`config.mk`:
```
export PLATFORM = sky130hd
export DESIGN_NAME = gamepad_change_event_generator
export DESIGN_NICKNAME = d
export VERILOG_FILES = /design/src/rtl/core/gce_pkg.sv /design/src/rtl/core/gamepad_change_event_generator.sv /design/src/rtl/core/gce_ctrl.sv /design/src/rtl/core/gce_datapath.sv
export SDC_FILE = /design/constraint.sdc
export NUM_CORES = 1
export LEC_CHECK = 0
export ABC_AREA = 0
export BUFFER_PORTS_ARGS = -buffer_cell sky130_fd_sc_hd__buf_2
export CORE_MARGIN = 2
export CORE_UTILIZATION = 45
export DETAILED_ROUTE_END_ITERATION = 8
export RECOVER_POWER = 25
export SLEW_MARGIN = 0
export SYNTH_ARGS = -nofsm -noshare
export SYNTH_HDL_FRONTEND = slang
export SYNTH_SLANG_ARGS = --single-unit
export TNS_END_PERCENT = 10
```
`constraint.sdc`:
```
create_clock -name clk -period 5.4 [get_ports clk]
set_input_delay 0 -clock clk [delete_from_list [all_inputs] [get_ports clk]]
set_output_delay 0 -clock clk [all_outputs]
set_load 0.02 [all_outputs]
```
`src/rtl/core/gce_pkg.sv`:
```
// ----------------------------------------------------------------------------
// gce_pkg
// shared types and constants of the gamepad change event generator
// ----------------------------------------------------------------------------
package gce_pkg;

	// report field widths
	localparam int PAD_W     = 2;
	localparam int PACKET_W  = 32;
	localparam int BUTTON_W  = 16;
	localparam int TRIGGER_W = 8;
	localparam int AXIS_W    = 16;
	localparam int KIND_W    = 3;

	// pending events: presses, releases, then four analog changes
	localparam int PEND_W    = 2 * BUTTON_W + 4;
	localparam int PEND_LTRIG = 2 * BUTTON_W;
	localparam int PEND_RTRIG = 2 * BUTTON_W + 1;
	localparam int PEND_LSTK  = 2 * BUTTON_W + 2;

	localparam int IN_DATA_W  = 136;
	localparam int OUT_DATA_W = 56;

	// event kind codes
	localparam logic [KIND_W-1:0] KIND_PRESS   = 3'd0;
	localparam logic [KIND_W-1:0] KIND_RELEASE = 3'd1;
	localparam logic [KIND_W-1:0] KIND_LTRIG   = 3'd2;
	localparam logic [KIND_W-1:0] KIND_RTRIG   = 3'd3;
	localparam logic [KIND_W-1:0] KIND_LSTICK  = 3'd4;
	localparam logic [KIND_W-1:0] KIND_RSTICK  = 3'd5;

	typedef enum logic [1:0] {
		ST_IDLE,
		ST_CHECK,
		ST_EMIT
	} state_t;

	// stored report of one pad
	typedef struct packed {
		logic [PACKET_W-1:0]  packet;
		logic [BUTTON_W-1:0]  buttons;
		logic [2*TRIGGER_W-1:0] triggers;
		logic [2*AXIS_W-1:0]  left_stick;
		logic [2*AXIS_W-1:0]  right_stick;
	} entry_t;

	typedef struct packed {
		logic capture;
		logic check;
		logic emit;
	} cmd_t;

	typedef struct packed {
		logic fresh;
		logic any_event;
		logic final_event;
		logic out_free;
	} status_t;

endpackage

```
`src/rtl/core/gamepad_change_event_generator.sv`:
```
// ----------------------------------------------------------------------------
// gamepad_change_event_generator
// turns polled controller reports into button and analog change events
// ----------------------------------------------------------------------------
//
// channel  dir  fields (tdata from bit 0 up)                               sideband
// s_axis   in   pad, packet_number, buttons, left_trigger, right_trigger,
//               left_x, left_y, right_x, right_y (130 bits, padded to 136)  -
// m_axis   out  event_pad, button_mask, value_first, value_second
//               (50 bits, padded to 56)                                     tuser=event_kind,
//                                                                           tlast=last
//
// a report is accepted, then checked against the stored report of its pad,
// then its events follow (up to 20); the pending event mask sets the count,
// the single output register gives one event per cycle while m_axis does not stall
// stale reports and pads beyond PAD_COUNT are checked but give no events
// arst_n clears the stored state of every pad to zero at once
// a stalled m_axis holds the sequencer; the next report is accepted while the
// last event of the previous one still waits in the output register
//
module gamepad_change_event_generator #(
	parameter int PAD_COUNT = 4
) (
	input  logic                           clk,
	input  logic                           arst_n,
	// report input
	input  logic                           s_axis_tvalid,
	output logic                           s_axis_tready,
	// pad, packet_number, buttons, left_trigger, right_trigger,
	// left_x, left_y, right_x, right_y, zero fill
	input  logic [gce_pkg::IN_DATA_W-1:0]  s_axis_tdata,
	// event output
	output logic                           m_axis_tvalid,
	input  logic                           m_axis_tready,
	// event_pad, button_mask, value_first, value_second, zero fill
	output logic [gce_pkg::OUT_DATA_W-1:0] m_axis_tdata,
	// event_kind
	output logic [gce_pkg::KIND_W-1:0]     m_axis_tuser,
	// last event of a report
	output logic                           m_axis_tlast
);

	gce_pkg::cmd_t    cmd;
	gce_pkg::status_t status;

	// sequencer: idle -> check -> emit one event per free output slot
	gce_ctrl u_ctrl (
		.clk      (clk),
		.arst_n   (arst_n),
		.in_valid (s_axis_tvalid),
		.in_ready (s_axis_tready),
		.cmd      (cmd),
		.status   (status)
	);

	// report capture, per-pad state, pending event mask, output register
	gce_datapath #(
		.PAD_COUNT (PAD_COUNT)
	) u_datapath (
		.clk       (clk),
		.arst_n    (arst_n),
		.cmd       (cmd),
		.status    (status),
		.in_data   (s_axis_tdata),
		.out_valid (m_axis_tvalid),
		.out_ready (m_axis_tready),
		.out_data  (m_axis_tdata),
		.out_kind  (m_axis_tuser),
		.out_last  (m_axis_tlast)
	);

	// a report transaction takes input ready low until the sequencer is back in idle
	assert property (@(posedge clk) disable iff (!arst_n)
		s_axis_tvalid && s_axis_tready |=> !s_axis_tready)
	else $error("input ready right after a report transaction");

	// button events carry exactly one button bit
	assert property (@(posedge clk) disable iff (!arst_n)
		m_axis_tvalid && (m_axis_tuser == gce_pkg::KIND_PRESS ||
			m_axis_tuser == gce_pkg::KIND_RELEASE) |-> $onehot(m_axis_tdata[17:2]))
	else $error("button event without a one-hot mask");

	// analog events carry no button bits
	assert property (@(posedge clk) disable iff (!arst_n)
		m_axis_tvalid && m_axis_tuser != gce_pkg::KIND_PRESS &&
			m_axis_tuser != gce_pkg::KIND_RELEASE |-> m_axis_tdata[17:2] == '0)
	else $error("analog event with a button mask");

	// an event not marked last is followed by more events, so no new report
	assert property (@(posedge clk) disable iff (!arst_n)
		m_axis_tvalid && m_axis_tready && !m_axis_tlast |-> !s_axis_tready)
	else $error("report accepted in the middle of an event run");

endmodule

```
`src/rtl/core/gce_ctrl.sv`:
```
// ----------------------------------------------------------------------------
// gce_ctrl
// sequencer: accept a report, check it against the stored one, emit events
// ----------------------------------------------------------------------------
module gce_ctrl (
	input  logic             clk,
	input  logic             arst_n,
	input  logic             in_valid,
	output logic             in_ready,
	output gce_pkg::cmd_t    cmd,
	input  gce_pkg::status_t status
);

	gce_pkg::state_t state_q;
	gce_pkg::state_t state_nxt;

	always_ff @(posedge clk or negedge arst_n) begin
		if (!arst_n) begin
			state_q <= gce_pkg::ST_IDLE;
		end else begin
			state_q <= state_nxt;
		end
	end

	always_comb begin
		state_nxt = state_q;
		case (state_q)
			gce_pkg::ST_IDLE: begin
				if (in_valid) begin
					state_nxt = gce_pkg::ST_CHECK;
				end
			end
			gce_pkg::ST_CHECK: begin
				if (status.fresh && status.any_event) begin
					state_nxt = gce_pkg::ST_EMIT;
				end else begin
					state_nxt = gce_pkg::ST_IDLE;
				end
			end
			gce_pkg::ST_EMIT: begin
				if (status.out_free && status.final_event) begin
					state_nxt = gce_pkg::ST_IDLE;
				end
			end
			default: begin
				state_nxt = gce_pkg::ST_IDLE;
			end
		endcase
	end

	always_comb begin
		in_ready    = 1'b0;
		cmd.capture = 1'b0;
		cmd.check   = 1'b0;
		cmd.emit    = 1'b0;
		case (state_q)
			gce_pkg::ST_IDLE: begin
				in_ready    = 1'b1;
				cmd.capture = in_valid;
			end
			gce_pkg::ST_CHECK: begin
				cmd.check = 1'b1;
			end
			gce_pkg::ST_EMIT: begin
				cmd.emit = status.out_free;
			end
			default: begin
				in_ready = 1'b0;
			end
		endcase
	end

endmodule

```
`src/rtl/core/gce_datapath.sv`:
```
// ----------------------------------------------------------------------------
// gce_datapath
// report register, per-pad state, pending event mask and output register
// ----------------------------------------------------------------------------
module gce_datapath #(
	parameter int PAD_COUNT = 4
) (
	input  logic                              clk,
	input  logic                              arst_n,
	input  gce_pkg::cmd_t                     cmd,
	output gce_pkg::status_t                  status,
	input  logic [gce_pkg::IN_DATA_W-1:0]     in_data,
	output logic                              out_valid,
	input  logic                              out_ready,
	output logic [gce_pkg::OUT_DATA_W-1:0]    out_data,
	output logic [gce_pkg::KIND_W-1:0]        out_kind,
	output logic                              out_last
);

	localparam int IDX_W = (PAD_COUNT > 1) ? $clog2(PAD_COUNT) : 1;
	localparam int BW    = gce_pkg::BUTTON_W;
	localparam int AW    = gce_pkg::AXIS_W;
	localparam int TW    = gce_pkg::TRIGGER_W;
	localparam int PW    = gce_pkg::PEND_W;

	// captured report
	logic [gce_pkg::PAD_W-1:0]    pad_q;
	logic [gce_pkg::PACKET_W-1:0] packet_q;
	logic [BW-1:0]                buttons_q;
	logic [2*TW-1:0]              triggers_q;
	logic [2*AW-1:0]              lstick_q;
	logic [2*AW-1:0]              rstick_q;

	gce_pkg::entry_t entry_q [PAD_COUNT];
	gce_pkg::entry_t old_entry;

	logic [IDX_W-1:0] idx;
	logic             pad_ok;
	logic [BW-1:0]    delta;
	logic [BW-1:0]    down;
	logic [BW-1:0]    up;
	logic [PW-1:0]    pend_new;
	logic [PW-1:0]    pend_q;
	logic [PW-1:0]    sel;
	logic [PW-1:0]    pend_rest;

	logic                         out_valid_q;
	logic [gce_pkg::KIND_W-1:0]   kind_nxt;
	logic [gce_pkg::KIND_W-1:0]   kind_q;
	logic [BW-1:0]                mask_nxt;
	logic [BW-1:0]                mask_q;
	logic [AW-1:0]                first_nxt;
	logic [AW-1:0]                first_q;
	logic [AW-1:0]                second_nxt;
	logic [AW-1:0]                second_q;
	logic                         last_q;
	logic [gce_pkg::PAD_W-1:0]    evpad_q;

	always_ff @(posedge clk) begin
		if (cmd.capture) begin
			pad_q      <= in_data[1:0];
			packet_q   <= in_data[33:2];
			buttons_q  <= in_data[49:34];
			triggers_q <= in_data[65:50];
			lstick_q   <= in_data[97:66];
			rstick_q   <= in_data[129:98];
		end
	end

	assign idx       = IDX_W'(pad_q);
	assign pad_ok    = 32'(pad_q) < PAD_COUNT;
	assign old_entry = entry_q[idx];

	assign delta = buttons_q ^ old_entry.buttons;
	assign down  = buttons_q & delta;
	assign up    = down ^ delta;

	always_comb begin
		pend_new = {(rstick_q != old_entry.right_stick),
			(lstick_q != old_entry.left_stick),
			(triggers_q[2*TW-1:TW] != old_entry.triggers[2*TW-1:TW]),
			(triggers_q[TW-1:0] != old_entry.triggers[TW-1:0]),
			up, down};
	end

	assign status.fresh     = pad_ok && (packet_q > old_entry.packet);
	assign status.any_event = |pend_new;

	// lowest pending event first
	assign sel       = pend_q & (~pend_q + PW'(1));
	assign pend_rest = pend_q & ~sel;
	assign status.final_event = ~|pend_rest;
	assign status.out_free    = !out_valid_q || out_ready;

	// per-pad state, cleared at reset
	always_ff @(posedge clk or negedge arst_n) begin
		if (!arst_n) begin
			for (int i = 0; i < PAD_COUNT; i++) begin
				entry_q[i] <= '0;
			end
		end else if (cmd.check && status.fresh) begin
			entry_q[idx] <= '{packet: packet_q, buttons: buttons_q,
				triggers: triggers_q, left_stick: lstick_q, right_stick: rstick_q};
		end
	end

	always_ff @(posedge clk or negedge arst_n) begin
		if (!arst_n) begin
			pend_q <= '0;
		end else if (cmd.check) begin
			pend_q <= status.fresh ? pend_new : '0;
		end else if (cmd.emit) begin
			pend_q <= pend_rest;
		end
	end

	always_comb begin
		mask_nxt   = sel[BW-1:0] | sel[2*BW-1:BW];
		first_nxt  = '0;
		second_nxt = '0;
		if (|sel[BW-1:0]) begin
			kind_nxt = gce_pkg::KIND_PRESS;
		end else if (|sel[2*BW-1:BW]) begin
			kind_nxt = gce_pkg::KIND_RELEASE;
		end else if (sel[gce_pkg::PEND_LTRIG]) begin
			kind_nxt  = gce_pkg::KIND_LTRIG;
			first_nxt = AW'(triggers_q[TW-1:0]);
		end else if (sel[gce_pkg::PEND_RTRIG]) begin
			kind_nxt  = gce_pkg::KIND_RTRIG;
			first_nxt = AW'(triggers_q[2*TW-1:TW]);
		end else if (sel[gce_pkg::PEND_LSTK]) begin
			kind_nxt   = gce_pkg::KIND_LSTICK;
			first_nxt  = lstick_q[AW-1:0];
			second_nxt = lstick_q[2*AW-1:AW];
		end else begin
			kind_nxt   = gce_pkg::KIND_RSTICK;
			first_nxt  = rstick_q[AW-1:0];
			second_nxt = rstick_q[2*AW-1:AW];
		end
	end

	always_ff @(posedge clk or negedge arst_n) begin
		if (!arst_n) begin
			out_valid_q <= 1'b0;
		end else if (cmd.emit) begin
			out_valid_q <= 1'b1;
		end else if (out_ready) begin
			out_valid_q <= 1'b0;
		end
	end

	always_ff @(posedge clk) begin
		if (cmd.emit) begin
			evpad_q  <= pad_q;
			kind_q   <= kind_nxt;
			mask_q   <= mask_nxt;
			first_q  <= first_nxt;
			second_q <= second_nxt;
			last_q   <= status.final_event;
		end
	end

	assign out_valid = out_valid_q;
	assign out_data  = {6'b0, second_q, first_q, mask_q, evpad_q};
	assign out_kind  = kind_q;
	assign out_last  = last_q;

endmodule
```
==> flow_summary.yaml <==
route:
  antenna_left: 0
  first_iter_violations: 1005
  vias_per_cell: 5.53
  vias: 19000
  drc_errors: 0
  routed_wl_um: 75100
  drt-pass1-iter-count: 5
  wire_per_inst_um: 21.8
layout:
  seq_area_sq_um: 19300
  fillerInstances: 5941
  multi_input_area_sq_um: 12500
  syn_to_final_growth_pct: 18.4
  drive_gt1_share_pct: 37.1
  num-nets-final: 2592
yosys:
  synthArstFlopShare_pct: 75.0
  synth_area_sq_um: 32500
  avgSynthCellArea_sq_um: 15.6
  synth_edf_count: 184
  ys_types: 62
  yosysWarnings: 0
  synthFlopType: "dfrtp_1"
  synth-seq-area-share_pct: 59.4
  syn_inst: 2089
  ys_seq_elements: 735
power:
  leakagePower_nw: 17.5
  internal_power_mw: 9.13
  switching_share_pct: 21.6
  pwr-share-comb_pct: 3.0
  power_frac_clock_pct: 47.4
  power_switching_mw: 2.51
  p_per_area_nw_per_um2: 302
  p_seq_share_pct: 49.5
  peakVddDrop_mv: 0.213
setup_path:
  crit_end: "u_datapath.pend_q[3]$_DFFE_PN0P_"
  cp_num_buf_inv: 2
  cp.required_ns: 5.91
  crit_chain: "clkbuf_1 -> mux4_2 -> inv_1 -> ha_1 -> nand4_1 -> a2111oi_0 -> a211o_1 -> a211o_1 -> nand2_1 -> o32ai_1"
  critPathKind: "reg -> reg"
  crit_path_end_kind: "flip-flop"
  startpoint: "u_datapath.idx[0]$_DFFE_PP_"
  path_delay_family: "compound AO/OA/AOI/OAI gates"
  rr_endpoint: "u_datapath.pend_q[3]$_DFFE_PN0P_"
  critPathLaunchType: "flip-flop"
  worstPathArrival_ns: 4.97
  timing.critical_path.mode_cell: "a211o_1"
  r2r_setup_slack_ns: 0.93
  slowest_delay_ns: 0.71
  cp_max_fo: 29
  cpMaxStageDelayCell: "nand2_1"
  cp.depth: 10
  rr_worst_depth: 10
  worstReg2RegStart: "u_datapath.idx[0]$_DFFE_PP_"
grt:
  grt_remaining_overflow: 0
  grt_pass1_wl_um: 118000
  grt_start_max_net_pins: 174
  antenna_found_initial: 3
  grt_pass1_vias: 20300
  grt_use_total_pct: 20.6
sta:
  rsz0062_at_grt: "no"
  tns_ns: 0
  min_period_over_period_pct: 82.7
  finalClockSkew_ns: 0.0209
  worst_pin_slew_ns: 2.86
  setup_viol: 0
  maxSlewViolCount: 228
  relSlewSlack_pct: -90.3
  period_needed_ns: 4.47
  timing.fmax_mhz: 224
  hold_viol_final: 0
  fin_hold_ws_ns: 0.0825
clock_network:
  clockBufferDepth: 3
  root_buffer: "clkbuf_16"
  ctsHoldBuffers: 135
  cts_resized: 0
  postCtsSetupBuffers: 0
  cts_tree: "yes"
  htreeDepth: 3
  clk_latency_ns: 0.62
  cts.sinks: 735
  cts_buffers: 83
  clkSlewWorstSetupHoldPaths_ns: 0.06
worst_hold_path:
  hp-class: "in -> reg"
placement:
  io_buffers: 189
  dp_hpwl_um: 46200
  place.gp.congestion: 0.862
floorplan:
  dieArea_sq_um: 74400
  pin_count: 202
  initial_utilization_pct: 45.5
  die_x_um: 273
  die_h_um: 273
  core_area_sq_um: 71500
  num_rows: 98
status:
  violations: "max-capacitance violations, max-slew violations"
  status: "finished, violations left"
flow_run:
  maxCapViolations: 2
==> worst min-delay path by stage <==
stage	from	end	cells past startpoint
2_1_floorplan	arst_n	u_ctrl.state_q[0]$_DFFE_PN0P_	0
3_3_place_gp	arst_n	u_datapath.entry_q[467]$_DFFE_PN0P_	1
3_5_place_dp	arst_n	u_datapath.entry_q[467]$_DFFE_PN0P_	1
4_1_cts	s_axis_tdata[118]	u_datapath.rstick_q[20]$_DFFE_PP_	2
5_1_grt	s_axis_tdata[8]	u_datapath.packet_q[6]$_DFFE_PP_	2
6_report	s_axis_tdata[127]	u_datapath.rstick_q[29]$_DFFE_PP_	2
==> power by group through the flow <==
stage / Combinational, mW / Sequential [mW] / Clock (mW)
after floorplan: 0.0747 / 5.90 / 0
after global placement: 0.292 / 5.86 / 0
after detailed placement: 0.298 / 5.86 / 0
after CTS: 0.377 / 5.76 / 5.68
after global routing: 0.396 / 5.76 / 5.93
final: 0.354 / 5.76 / 5.52
==> cell usage after synthesis, drive strengths merged, types with 2 or more instances <==
cell type | n | area [sq um]
a211o | 2 | 17.5
a211oi | 2 | 15.0
a21o | 9 | 67.6
a21oi | 17 | 85.1
a221o | 6 | 60.1
a22o | 5 | 43.8
a22oi | 2 | 15.0
a31oi | 2 | 12.5
a32o | 3 | 30.0
and2 | 4 | 25.0
buf | 80 | 417
clkbuf | 41 | 154
dfrtp | 551 | 13800
edfxtp | 184 | 5530
ha | 32 | 400
inv | 54 | 203
mux2 | 514 | 5790
mux2i | 33 | 330
mux4 | 127 | 2860
nand2 | 44 | 165
nand2b | 25 | 156
nand3 | 20 | 100
nand4 | 38 | 244
nand4b | 2 | 17.5
nor2 | 56 | 218
nor2b | 5 | 31.3
nor3 | 16 | 85.1
nor4 | 19 | 149
o2111ai | 4 | 35.0
o211ai | 24 | 180
o21ai | 34 | 170
o221ai | 4 | 35.0
o22ai | 8 | 50.1
o311ai | 7 | 61.3
o31ai | 4 | 30.0
or2 | 3 | 18.8
or3 | 7 | 53.8
or4 | 7 | 63.8
xnor2 | 80 | 701
==> layer usage <==
layer / GRT usage (%) / routed length [um]
met1: 27.8 / 33300
met2: 35.0 / 37500
met3: 3.00 / 3110
met4: 5.18 / 1250
met5: 0 / 0
==> cells in the final DEF, fill, tap and decap left out, types with 21 or more instances in the layout <==
master         count
mux4_2           127
dlygate4sd3_1    135
mux2i_1           33
xnor2_1           80
dfrtp_1          550
ha_1              32
nor2_1            55
nand2b_1          25
clkbuf_16         84
o211ai_1          24
buf_2             96
inv_1             53
o21ai_0           34
mux2_2           514
clkinv_2          21
nand2_1           44
clkbuf_1         115
edfxtp_1         184
nand4_1           37
buf_4             24
==> stage by stage <==
stage	utilization, %	instance area [sq um]	instances	setup WS [ns]	power [mW]
after floorplan	-	32500	2094	1.07	5.97
after global placement	48.4	34600	3150	0.987	6.15
after detailed placement	48.4	34600	3150	1.04	6.16
after CTS	54.1	38600	3441	1.01	11.8
after global routing	53.9	38500	3442	0.485	12.1
final	53.9	38500	3442	0.935	11.6
==> cells by family after synthesis <==
kind of cell	share of synthesized area, %
DFF	59.4
muxes	27.6
and+or+nand+nor	4.14
buffers and inverters	2.38
AOI/OAI and AO/OA	3.11
xor gates and xnor gates	2.15
adders and majority gates	1.23
other	0.0115
==> worst register-to-register path: stages, from the launching register on <==
cell and delay, ns:
edfxtp_1 0.58, clkbuf_1 0.41, mux4_2 0.56, inv_1 0.08, ha_1 0.16, nand4_1 0.16, a2111oi_0 0.59, a211o_1 0.18
a211o_1 0.43, nand2_1 0.72, o32ai_1 0.50
==> state kept, by name, indices dropped and copies added (netlist names), 3 cells and up <==
name / flops
u_datapath.entry_q: 512
u_datapath.pend_q: 36
u_datapath.lstick_q: 32
u_datapath.packet_q: 32
u_datapath.rstick_q: 32
u_datapath.buttons_q: 16
u_datapath.first_q: 16
u_datapath.mask_q: 16
u_datapath.second_q: 16
u_datapath.triggers_q: 16
u_datapath.out_kind: 3
==> area by class of cell <==
| cell class | count | area share [%] |
|---|---|---|
| Sequential cell | 735 | 50.2 |
| Multi-Input combinational cell | 1184 | 32.4 |
| Timing Repair Buffer | 362 | 6.78 |
| Clock buffer | 116 | 5.98 |
| Tap cell | 950 | 3.09 |
| Clock inverter | 40 | 1.05 |
| Inverter | 54 | 0.530 |
| Antenna cell | 1 | 0.00650 |
Note: power is estimated with default switching activity, not from simulation.
